===== config.mk =====
export PLATFORM = sky130hd
export DESIGN_NAME = lbc_cell
export DESIGN_NICKNAME = d
export VERILOG_FILES = /design/src/lbc_pkg.sv /design/src/lbc_cell.sv
export SDC_FILE = /design/constraint.sdc
export NUM_CORES = 1
export LEC_CHECK = 0
export BUFFER_PORTS_ARGS = -buffer_cell sky130_fd_sc_hd__buf_4
export CAP_MARGIN = 15
export CORE_AREA = 2 2 124 126
export CTS_BUF_LIST = sky130_fd_sc_hd__clkbuf_2 sky130_fd_sc_hd__clkbuf_4 sky130_fd_sc_hd__clkbuf_8
export CTS_CLUSTER_DIAMETER = 200
export CTS_CLUSTER_SIZE = 28
export DETAILED_ROUTE_END_ITERATION = 16
export DIE_AREA = 0 0 126 128
export GPL_TIMING_DRIVEN = 0
export SETUP_SLACK_MARGIN = 0.2
export SLEW_MARGIN = 0
export SYNTH_ARGS = -nofsm -noshare
export SYNTH_HDL_FRONTEND = slang
export SYNTH_SLANG_ARGS = --single-unit

===== constraint.sdc =====
create_clock -name clock -period 7.4 [get_ports clock]
set_input_delay 1.48 -clock clock [delete_from_list [all_inputs] [get_ports clock]]
set_output_delay 1.48 -clock clock [all_outputs]
set_load 0.05 [all_outputs]

===== src/lbc_pkg.sv =====
// Shared types and constants for the LRU block cache.
// No dependencies; used by every module under src.
`default_nettype none
package lbc_pkg;
   localparam int ENTRIES_DEF     = 512;
   localparam int KEY_BITS_DEF    = 48;
   localparam int HANDLE_BITS_DEF = 32;
   localparam int CAP_BITS        = 10;
   localparam int CAP_RESET       = 512;
   localparam int POS_BITS        = 12;

   typedef enum logic [1:0] {
      MODE_GET   = 2'd0,
      MODE_PUT   = 2'd1,
      MODE_CLEAR = 2'd2,
      MODE_NOP   = 2'd3
   } mode_type;

   typedef enum logic [1:0] {
      ST_IDLE,
      ST_MATCH,
      ST_UPDATE
   } state_type;

   typedef struct packed {
      logic                match_en;
      logic                shift;
      logic                clear;
      logic [POS_BITS-1:0] pos;
      logic [POS_BITS-1:0] tail;
   } ctl_type;
endpackage
`default_nettype wire


===== src/lbc_cell.sv =====
// One recency position of the LRU chain: entry storage, tag compare, shift.
// Depends on lbc_pkg.
`default_nettype none
module lbc_cell #(
   parameter int KEY_BITS    = lbc_pkg::KEY_BITS_DEF,
   parameter int HANDLE_BITS = lbc_pkg::HANDLE_BITS_DEF,
   parameter int IDX         = 0
) (
   input  wire logic                   clock,
   input  wire logic                   reset,
   input  wire lbc_pkg::ctl_type       ctl,
   input  wire logic [KEY_BITS-1:0]    cmp_key,
   input  wire logic                   prev_valid,
   input  wire logic [KEY_BITS-1:0]    prev_key,
   input  wire logic [HANDLE_BITS-1:0] prev_handle,
   output logic                        valid_out,
   output logic [KEY_BITS-1:0]         key_out,
   output logic [HANDLE_BITS-1:0]      handle_out,
   output logic                        match_out,
   output logic [HANDLE_BITS-1:0]      match_handle,
   output logic [KEY_BITS-1:0]         tail_key
);
   logic                   valid_ff, match_ff, take;
   logic [KEY_BITS-1:0]    key_ff;
   logic [HANDLE_BITS-1:0] handle_ff;

   assign take = ctl.shift && (lbc_pkg::POS_BITS'(IDX) <= ctl.pos);

   always_ff @(posedge clock) begin
      if (reset) begin
         valid_ff <= 1'b0;
         match_ff <= 1'b0;
      end else begin
         if (ctl.clear) valid_ff <= 1'b0;
         else if (take) valid_ff <= prev_valid;
         if (ctl.match_en) match_ff <= valid_ff && (key_ff == cmp_key);
      end
   end

   always_ff @(posedge clock) begin
      if (take) begin
         key_ff    <= prev_key;
         handle_ff <= prev_handle;
      end
   end

   assign valid_out    = valid_ff;
   assign key_out      = key_ff;
   assign handle_out   = handle_ff;
   assign match_out    = match_ff;
   assign match_handle = match_ff ? handle_ff : '0;
   assign tail_key     = (valid_ff && lbc_pkg::POS_BITS'(IDX) == ctl.tail) ? key_ff : '0;
endmodule
`default_nettype wire


==> impl_metrics.env, run 1 <==
export IMPL_nFillCells=1430
export IMPL_p_leak_nw=2.881
export IMPL_worst_pin_slew_ns=0.5405
export IMPL_die_area_um2=16130
export IMPL_rsz0062_at_grt="no"
export IMPL_cap_violations=0
export IMPL_seq_area_frac_synth=0.6811
export IMPL_wl_per_cell_um=16.28
export IMPL_status="finished clean"
export IMPL_ir_drop_uv=81.41
export IMPL_cts_sinks=82
export IMPL_mostFrequentLayoutCells="buf_4, and2_1, edfxtp_1"
export IMPL_finalClockSkew_ns=0.01468
export IMPL_cts_resized=0
export IMPL_synth_nets=404
export IMPL_slew_headroom=0.6397
export IMPL_setup_ws_ns=2.653
export IMPL_syn_area_per_cell_um2=14.58
export IMPL_syn_area_um2=3586
export IMPL_fin_cells=758
export IMPL_via_per_inst=4.149
export IMPL_antenna_found_initial=0
export IMPL_grt_usage=0.1467
export IMPL_die_w_um=126
export IMPL_dpl_worst_slack_ns=2.590
export IMPL_drt_pass1_iter_count=4
export IMPL_arrival_ns=3.27
export IMPL_cts_root_buf="clkbuf_8"
export IMPL_fin_hold_ws_ns=0.5712
export IMPL_design_core_area_um2=14860
export IMPL_synthCells=246
export IMPL_worstSetupPathType="in2out"
export IMPL_grt_pass1_vias=3170
export IMPL_hold_viol_final=0
export IMPL_fin_nets=723
export IMPL_vias=3145
export IMPL_cts_tree="built"
export IMPL_wirelength_um=12340
export IMPL_p_total_mw=1.228
export IMPL_drtIter0Drc=76
export IMPL_clkTransAtPathRegs_ns=0.08
export IMPL_die_height_um=128
export IMPL_gr_total_overflow=0
export IMPL_post_cts_buffers=0
export IMPL_rows=45
export IMPL_postPlaceCellArea_um2=6150
export IMPL_cp_max_fo=10
export IMPL_area_growth_pct=77.77
export IMPL_ant_nets=0
export IMPL_powerDensity_nw_per_um2=192.6
export IMPL_period_share=0.6415
export IMPL_io_pins=320
export IMPL_initial_core_util=0.2412
export IMPL_yosys_register_bits=82
export IMPL_slew_violations=0
export IMPL_cts_htree_levels=3
export IMPL_drc=0
export IMPL_clk_latency_ns=0.36
export IMPL_worstSetupStartpointType="input pin"
export IMPL_drive_gt1_frac=0.5789
export IMPL_tns_ns=0
export IMPL_ys_types=18
export IMPL_place_hpwl_um=9973
export IMPL_dp_cells=742
export IMPL_final_common_cell="buf_4"
export IMPL_required_ns=5.92
export IMPL_min_period_ns=4.747
export IMPL_cts_buffers=9
export IMPL_utilization=0.4289
export IMPL_max_freq_mhz=210.7
export IMPL_ys_warn_count=0
export IMPL_finalSetupViolCount=0
export IMPL_grt_pass1_wl_um=17640
export IMPL_cts_buffer_depth=2
export IMPL_gp_congestion=0.9376
export IMPL_cp_end_kind="output pin"
export IMPL_fin_area_um2=6375
export IMPL_grt_max_degree=44
export IMPL_hold_path_class="reg2reg"
export IMPL_antenna_cells=0
export IMPL_cts_hold_fix_buffers=0
export IMPL_portBuffers=307
## logic make-up after synthesis
group | after synthesis | synth area share
compound gates | 1 | 0.001394
buf+inv | 9 | 0.01640
flops | 82 | 0.6811
xor+xnor | 48 | 0.1172
simple gates | 105 | 0.1811
mux | 1 | 0.002791
## path summary, 6_finish.rpt
kind                   to  slack [ns]  cells after the start   startpoint
max          tail_key[15]        2.65                      7       ctl[8]
min             valid_out        0.57                      2    valid_out
max reg2reg     match_out        5.61                      5  key_out[42]
min reg2reg     valid_out        0.57                      2    valid_out
## final cells by class
class	count	area, um^2	share of cell area
buffer	9	62.56	0.009814
tap	188	235.2	0.03690
timing repair buffer	308	2325	0.3647
clock inverter	7	101.3	0.01590
clock buffer	9	123.9	0.01943
multi-input combinational	155	1085	0.1702
sequential	82	2442	0.3831
## routing by layer
| metal | track usage | vias to the layer above | part of all wire |
|---|---|---|---|
| met5 | 0 | - | 0 |
| met4 | 0.06723 | 0 | 0.025 |
| met3 | 0.04674 | 19 | 0.094 |
| met2 | 0.2596 | 199 | 0.50 |
| met1 | 0.1605 | 1430 | 0.38 |
| li1 | - | 1497 | - |
## cells in the mapped netlist
cell / count / area [um^2]
xor2_1: 16 / 140.1
xnor2_1: 32 / 280.3
mux2i_1: 1 / 10.01
and4b_1: 1 / 10.01
or4_1: 1 / 7.510
nand4_1: 9 / 56.30
nor3_1: 3 / 15.01
dfxtp_1: 2 / 40.04
buf_6: 3 / 33.78
nand3_1: 1 / 5.000
clkbuf_1: 4 / 15.01
nor2_1: 1 / 3.750
o21ai_0: 1 / 5.000
nor4_1: 7 / 43.79
and2_1: 80 / 500.5
nand2_1: 2 / 7.510
edfxtp_1: 80 / 2402
clkbuf_2: 2 / 10.01
## critical path: stages
cell      delay (ns)
buf_4           0.10
or4_1           0.51
nor4_1          0.16
and4b_1         0.28
clkbuf_2        0.33
and2_1          0.20
buf_4           0.20
## registers in the layout, indices dropped and copies added, names as in the netlist
signal      cells
key_out        48
handle_out     32
match_out       1
valid_out       1
## power breakdown
group / leakage [nW] / total, mW / switching [mW] / internal [mW]
Combinational: 1.98 / 0.282 / 0.170 / 0.112
Clock: 0.106 / 0.366 / 0.173 / 0.193
Sequential: 0.799 / 0.580 / 0.0288 / 0.551
Total: 2.88 / 1.23 / 0.372 / 0.856
No activity file was read; power rests on OpenSTA's default activity.
==> inputs of run 2 (changes only) <==
--- a/config.mk
+++ b/config.mk
@@ -7,12 +7,12 @@
 export LEC_CHECK = 0
 export BUFFER_PORTS_ARGS = -buffer_cell sky130_fd_sc_hd__buf_4
 export CAP_MARGIN = 15
-export CORE_AREA = 2 2 124 126
+export CORE_AREA = 2 2 125 127
 export CTS_BUF_LIST = sky130_fd_sc_hd__clkbuf_2 sky130_fd_sc_hd__clkbuf_4 sky130_fd_sc_hd__clkbuf_8
 export CTS_CLUSTER_DIAMETER = 200
 export CTS_CLUSTER_SIZE = 28
 export DETAILED_ROUTE_END_ITERATION = 16
-export DIE_AREA = 0 0 126 128
+export DIE_AREA = 0 0 127 129
 export GPL_TIMING_DRIVEN = 0
 export SETUP_SLACK_MARGIN = 0.2
 export SLEW_MARGIN = 0
==> constraint.sdc (replaced) <==
create_clock -name clock -period 4.83 [get_ports clock]
set_input_delay 0.966 -clock clock [delete_from_list [all_inputs] [get_ports clock]]
set_output_delay 0.966 -clock clock [all_outputs]
set_load 0.05 [all_outputs]
==> impl_metrics.env, run 2 (synthesis results as in run 1) <==
export IMPL_slew_violations=0
export IMPL_fin_nets=723
export IMPL_fin_area_um2=6334
export IMPL_clk_latency_ns=0.36
export IMPL_mostFrequentLayoutCells="buf_4, and2_1, edfxtp_1"
export IMPL_cts_root_buf="clkbuf_8"
export IMPL_initial_core_util=0.2394
export IMPL_worst_pin_slew_ns=0.9277
export IMPL_p_leak_nw=2.868
export IMPL_place_hpwl_um=10420
export IMPL_ant_nets=0
export IMPL_die_area_um2=16380
export IMPL_wl_per_cell_um=16.93
export IMPL_reg2regPathDepth=5
export IMPL_design_core_area_um2=14980
export IMPL_cts_htree_levels=3
export IMPL_hold_end="valid_out"
export IMPL_period_share=0.7828
export IMPL_hold_start="valid_out"
export IMPL_die_height_um=129
export IMPL_grtUsageMet1=0.1729
export IMPL_use_met3=0.05572
export IMPL_area_growth_pct=76.62
export IMPL_wirelength_um=12840
export IMPL_min_period_ns=3.781
export IMPL_grt_usage=0.1509
export IMPL_grt_pass1_vias=3177
export IMPL_antenna_cells=0
export IMPL_cts_tree="built"
export IMPL_cts_buffers=9
export IMPL_vias=3128
export IMPL_gp_congestion=0.8084
export IMPL_hold_path_class="reg2reg"
export IMPL_grt_pass1_wl_um=18060
export IMPL_gr_usage_met2=0.2600
export IMPL_drtIter0Drc=97
export IMPL_worstSetupStartpointType="input pin"
export IMPL_max_freq_mhz=264.5
export IMPL_postPlaceCellArea_um2=6150
export IMPL_drt_pass1_iter_count=4
export IMPL_cap_violations=0
export IMPL_cts_hold_fix_buffers=0
export IMPL_portBuffers=307
export IMPL_status="finished clean"
export IMPL_worstSetupPathType="in2out"
export IMPL_rows=45
export IMPL_powerDensity_nw_per_um2=284.4
export IMPL_register_area_um2=2442
export IMPL_drive_gt1_frac=0.5754
export IMPL_antenna_found_initial=0
export IMPL_clkTransAtPathRegs_ns=0.08
export IMPL_cp_max_fo=10
export IMPL_rsz0062_at_grt="no"
export IMPL_cp_end_kind="output pin"
export IMPL_gr_total_overflow=0
export IMPL_via_per_inst=4.127
export IMPL_hold_viol_final=0
export IMPL_cts_buffer_depth=2
export IMPL_rr_startpoint="key_out[39]"
export IMPL_io_pins=320
export IMPL_hold_depth=2
export IMPL_finalClockSkew_ns=0.004760
export IMPL_cts_sinks=82
export IMPL_cts_resized=0
export IMPL_final_common_cell="buf_4"
export IMPL_grt_busiest_layer="met2"
export IMPL_drc=0
export IMPL_post_cts_buffers=0
export IMPL_grt_max_degree=43
export IMPL_required_ns=3.86
export IMPL_ir_drop_uv=139.1
export IMPL_slew_headroom=0.3758
export IMPL_tns_ns=0
export IMPL_largest_reg_flops=48
export IMPL_multi_input_area_um2=1085
export IMPL_r2r_slack_ns=2.81
export IMPL_nFillCells=1431
export IMPL_r2r_end="match_out"
export IMPL_die_w_um=127
export IMPL_finalSetupViolCount=0
export IMPL_arrival_ns=2.81
## run 2: cell count changes in the layout (fill, tap and decap cells not counted)
cell / delta
clkinv_4: -1
inv_6: -2
clkinv_2: +3
clkinv_1: +2
bufinv_16: -1
clkinvlp_4: -1
## run 2: area by class of cell
type,count,share of cell area
well taps,188,0.03714
clock inverters,7,0.009482
clock buffers,9,0.01956
flip-flops and latches,82,0.3856
repair buffers,308,0.3670
multi-input cells,155,0.1713
plain buffers,9,0.009878
## run 2: power breakdown
part | switching [mW] | internal (mW) | leakage (nW) | total [mW]
Combinational | 0.263 | 0.172 | 1.98 | 0.435
Clock | 0.246 | 0.232 | 0.0939 | 0.478
Sequential | 0.0442 | 0.844 | 0.799 | 0.889
## run 2: per-layer routing
layer / part of all wire / up-vias / wire length, um
li1: - / 1497 / -
met1: 0.39 / 1420 / 4968
met5: 0 / - / 0
met4: 0.013 / 0 / 171
met2: 0.50 / 200 / 6466
met3: 0.096 / 11 / 1229
## run 2: how the worst max path moves through the flow
stage | slack [ns] | from | cells after the start | to
4_1_cts | 1.06 | ctl[8] | 7 | tail_key[9]
2_1_floorplan | 1.22 | ctl[25] | 1 | handle_out[0]
3_3_place_gp | 0.08 | ctl[25] | 2 | handle_out[14]
5_1_grt | 0.95 | ctl[8] | 7 | tail_key[7]
3_5_place_dp | 1.07 | ctl[8] | 7 | tail_key[7]
6_report | 1.05 | ctl[8] | 7 | tail_key[9]
## run 2: critical path: stages
cell,delay (ns)
buf_4,0.11
or4_1,0.52
nor4_1,0.17
and4b_1,0.30
clkbuf_2,0.35
and2_1,0.19
buf_4,0.20
## run 2: stage by stage
step | utilization | std cells | hold WS [ns] | total power, mW | setup slack [ns]
floorplan | - | 246 | 0.7585 | 1.139 | 1.222
global placement | 0.4090 | 741 | 0.5509 | 1.342 | 0.07716
detailed placement | 0.4106 | 742 | 0.5726 | 1.343 | 1.067
CTS | 0.4229 | 758 | 0.5852 | 1.832 | 1.058
global route | 0.4229 | 758 | 0.6228 | 1.883 | 0.9522
finish | 0.4229 | 758 | 0.5834 | 1.801 | 1.049
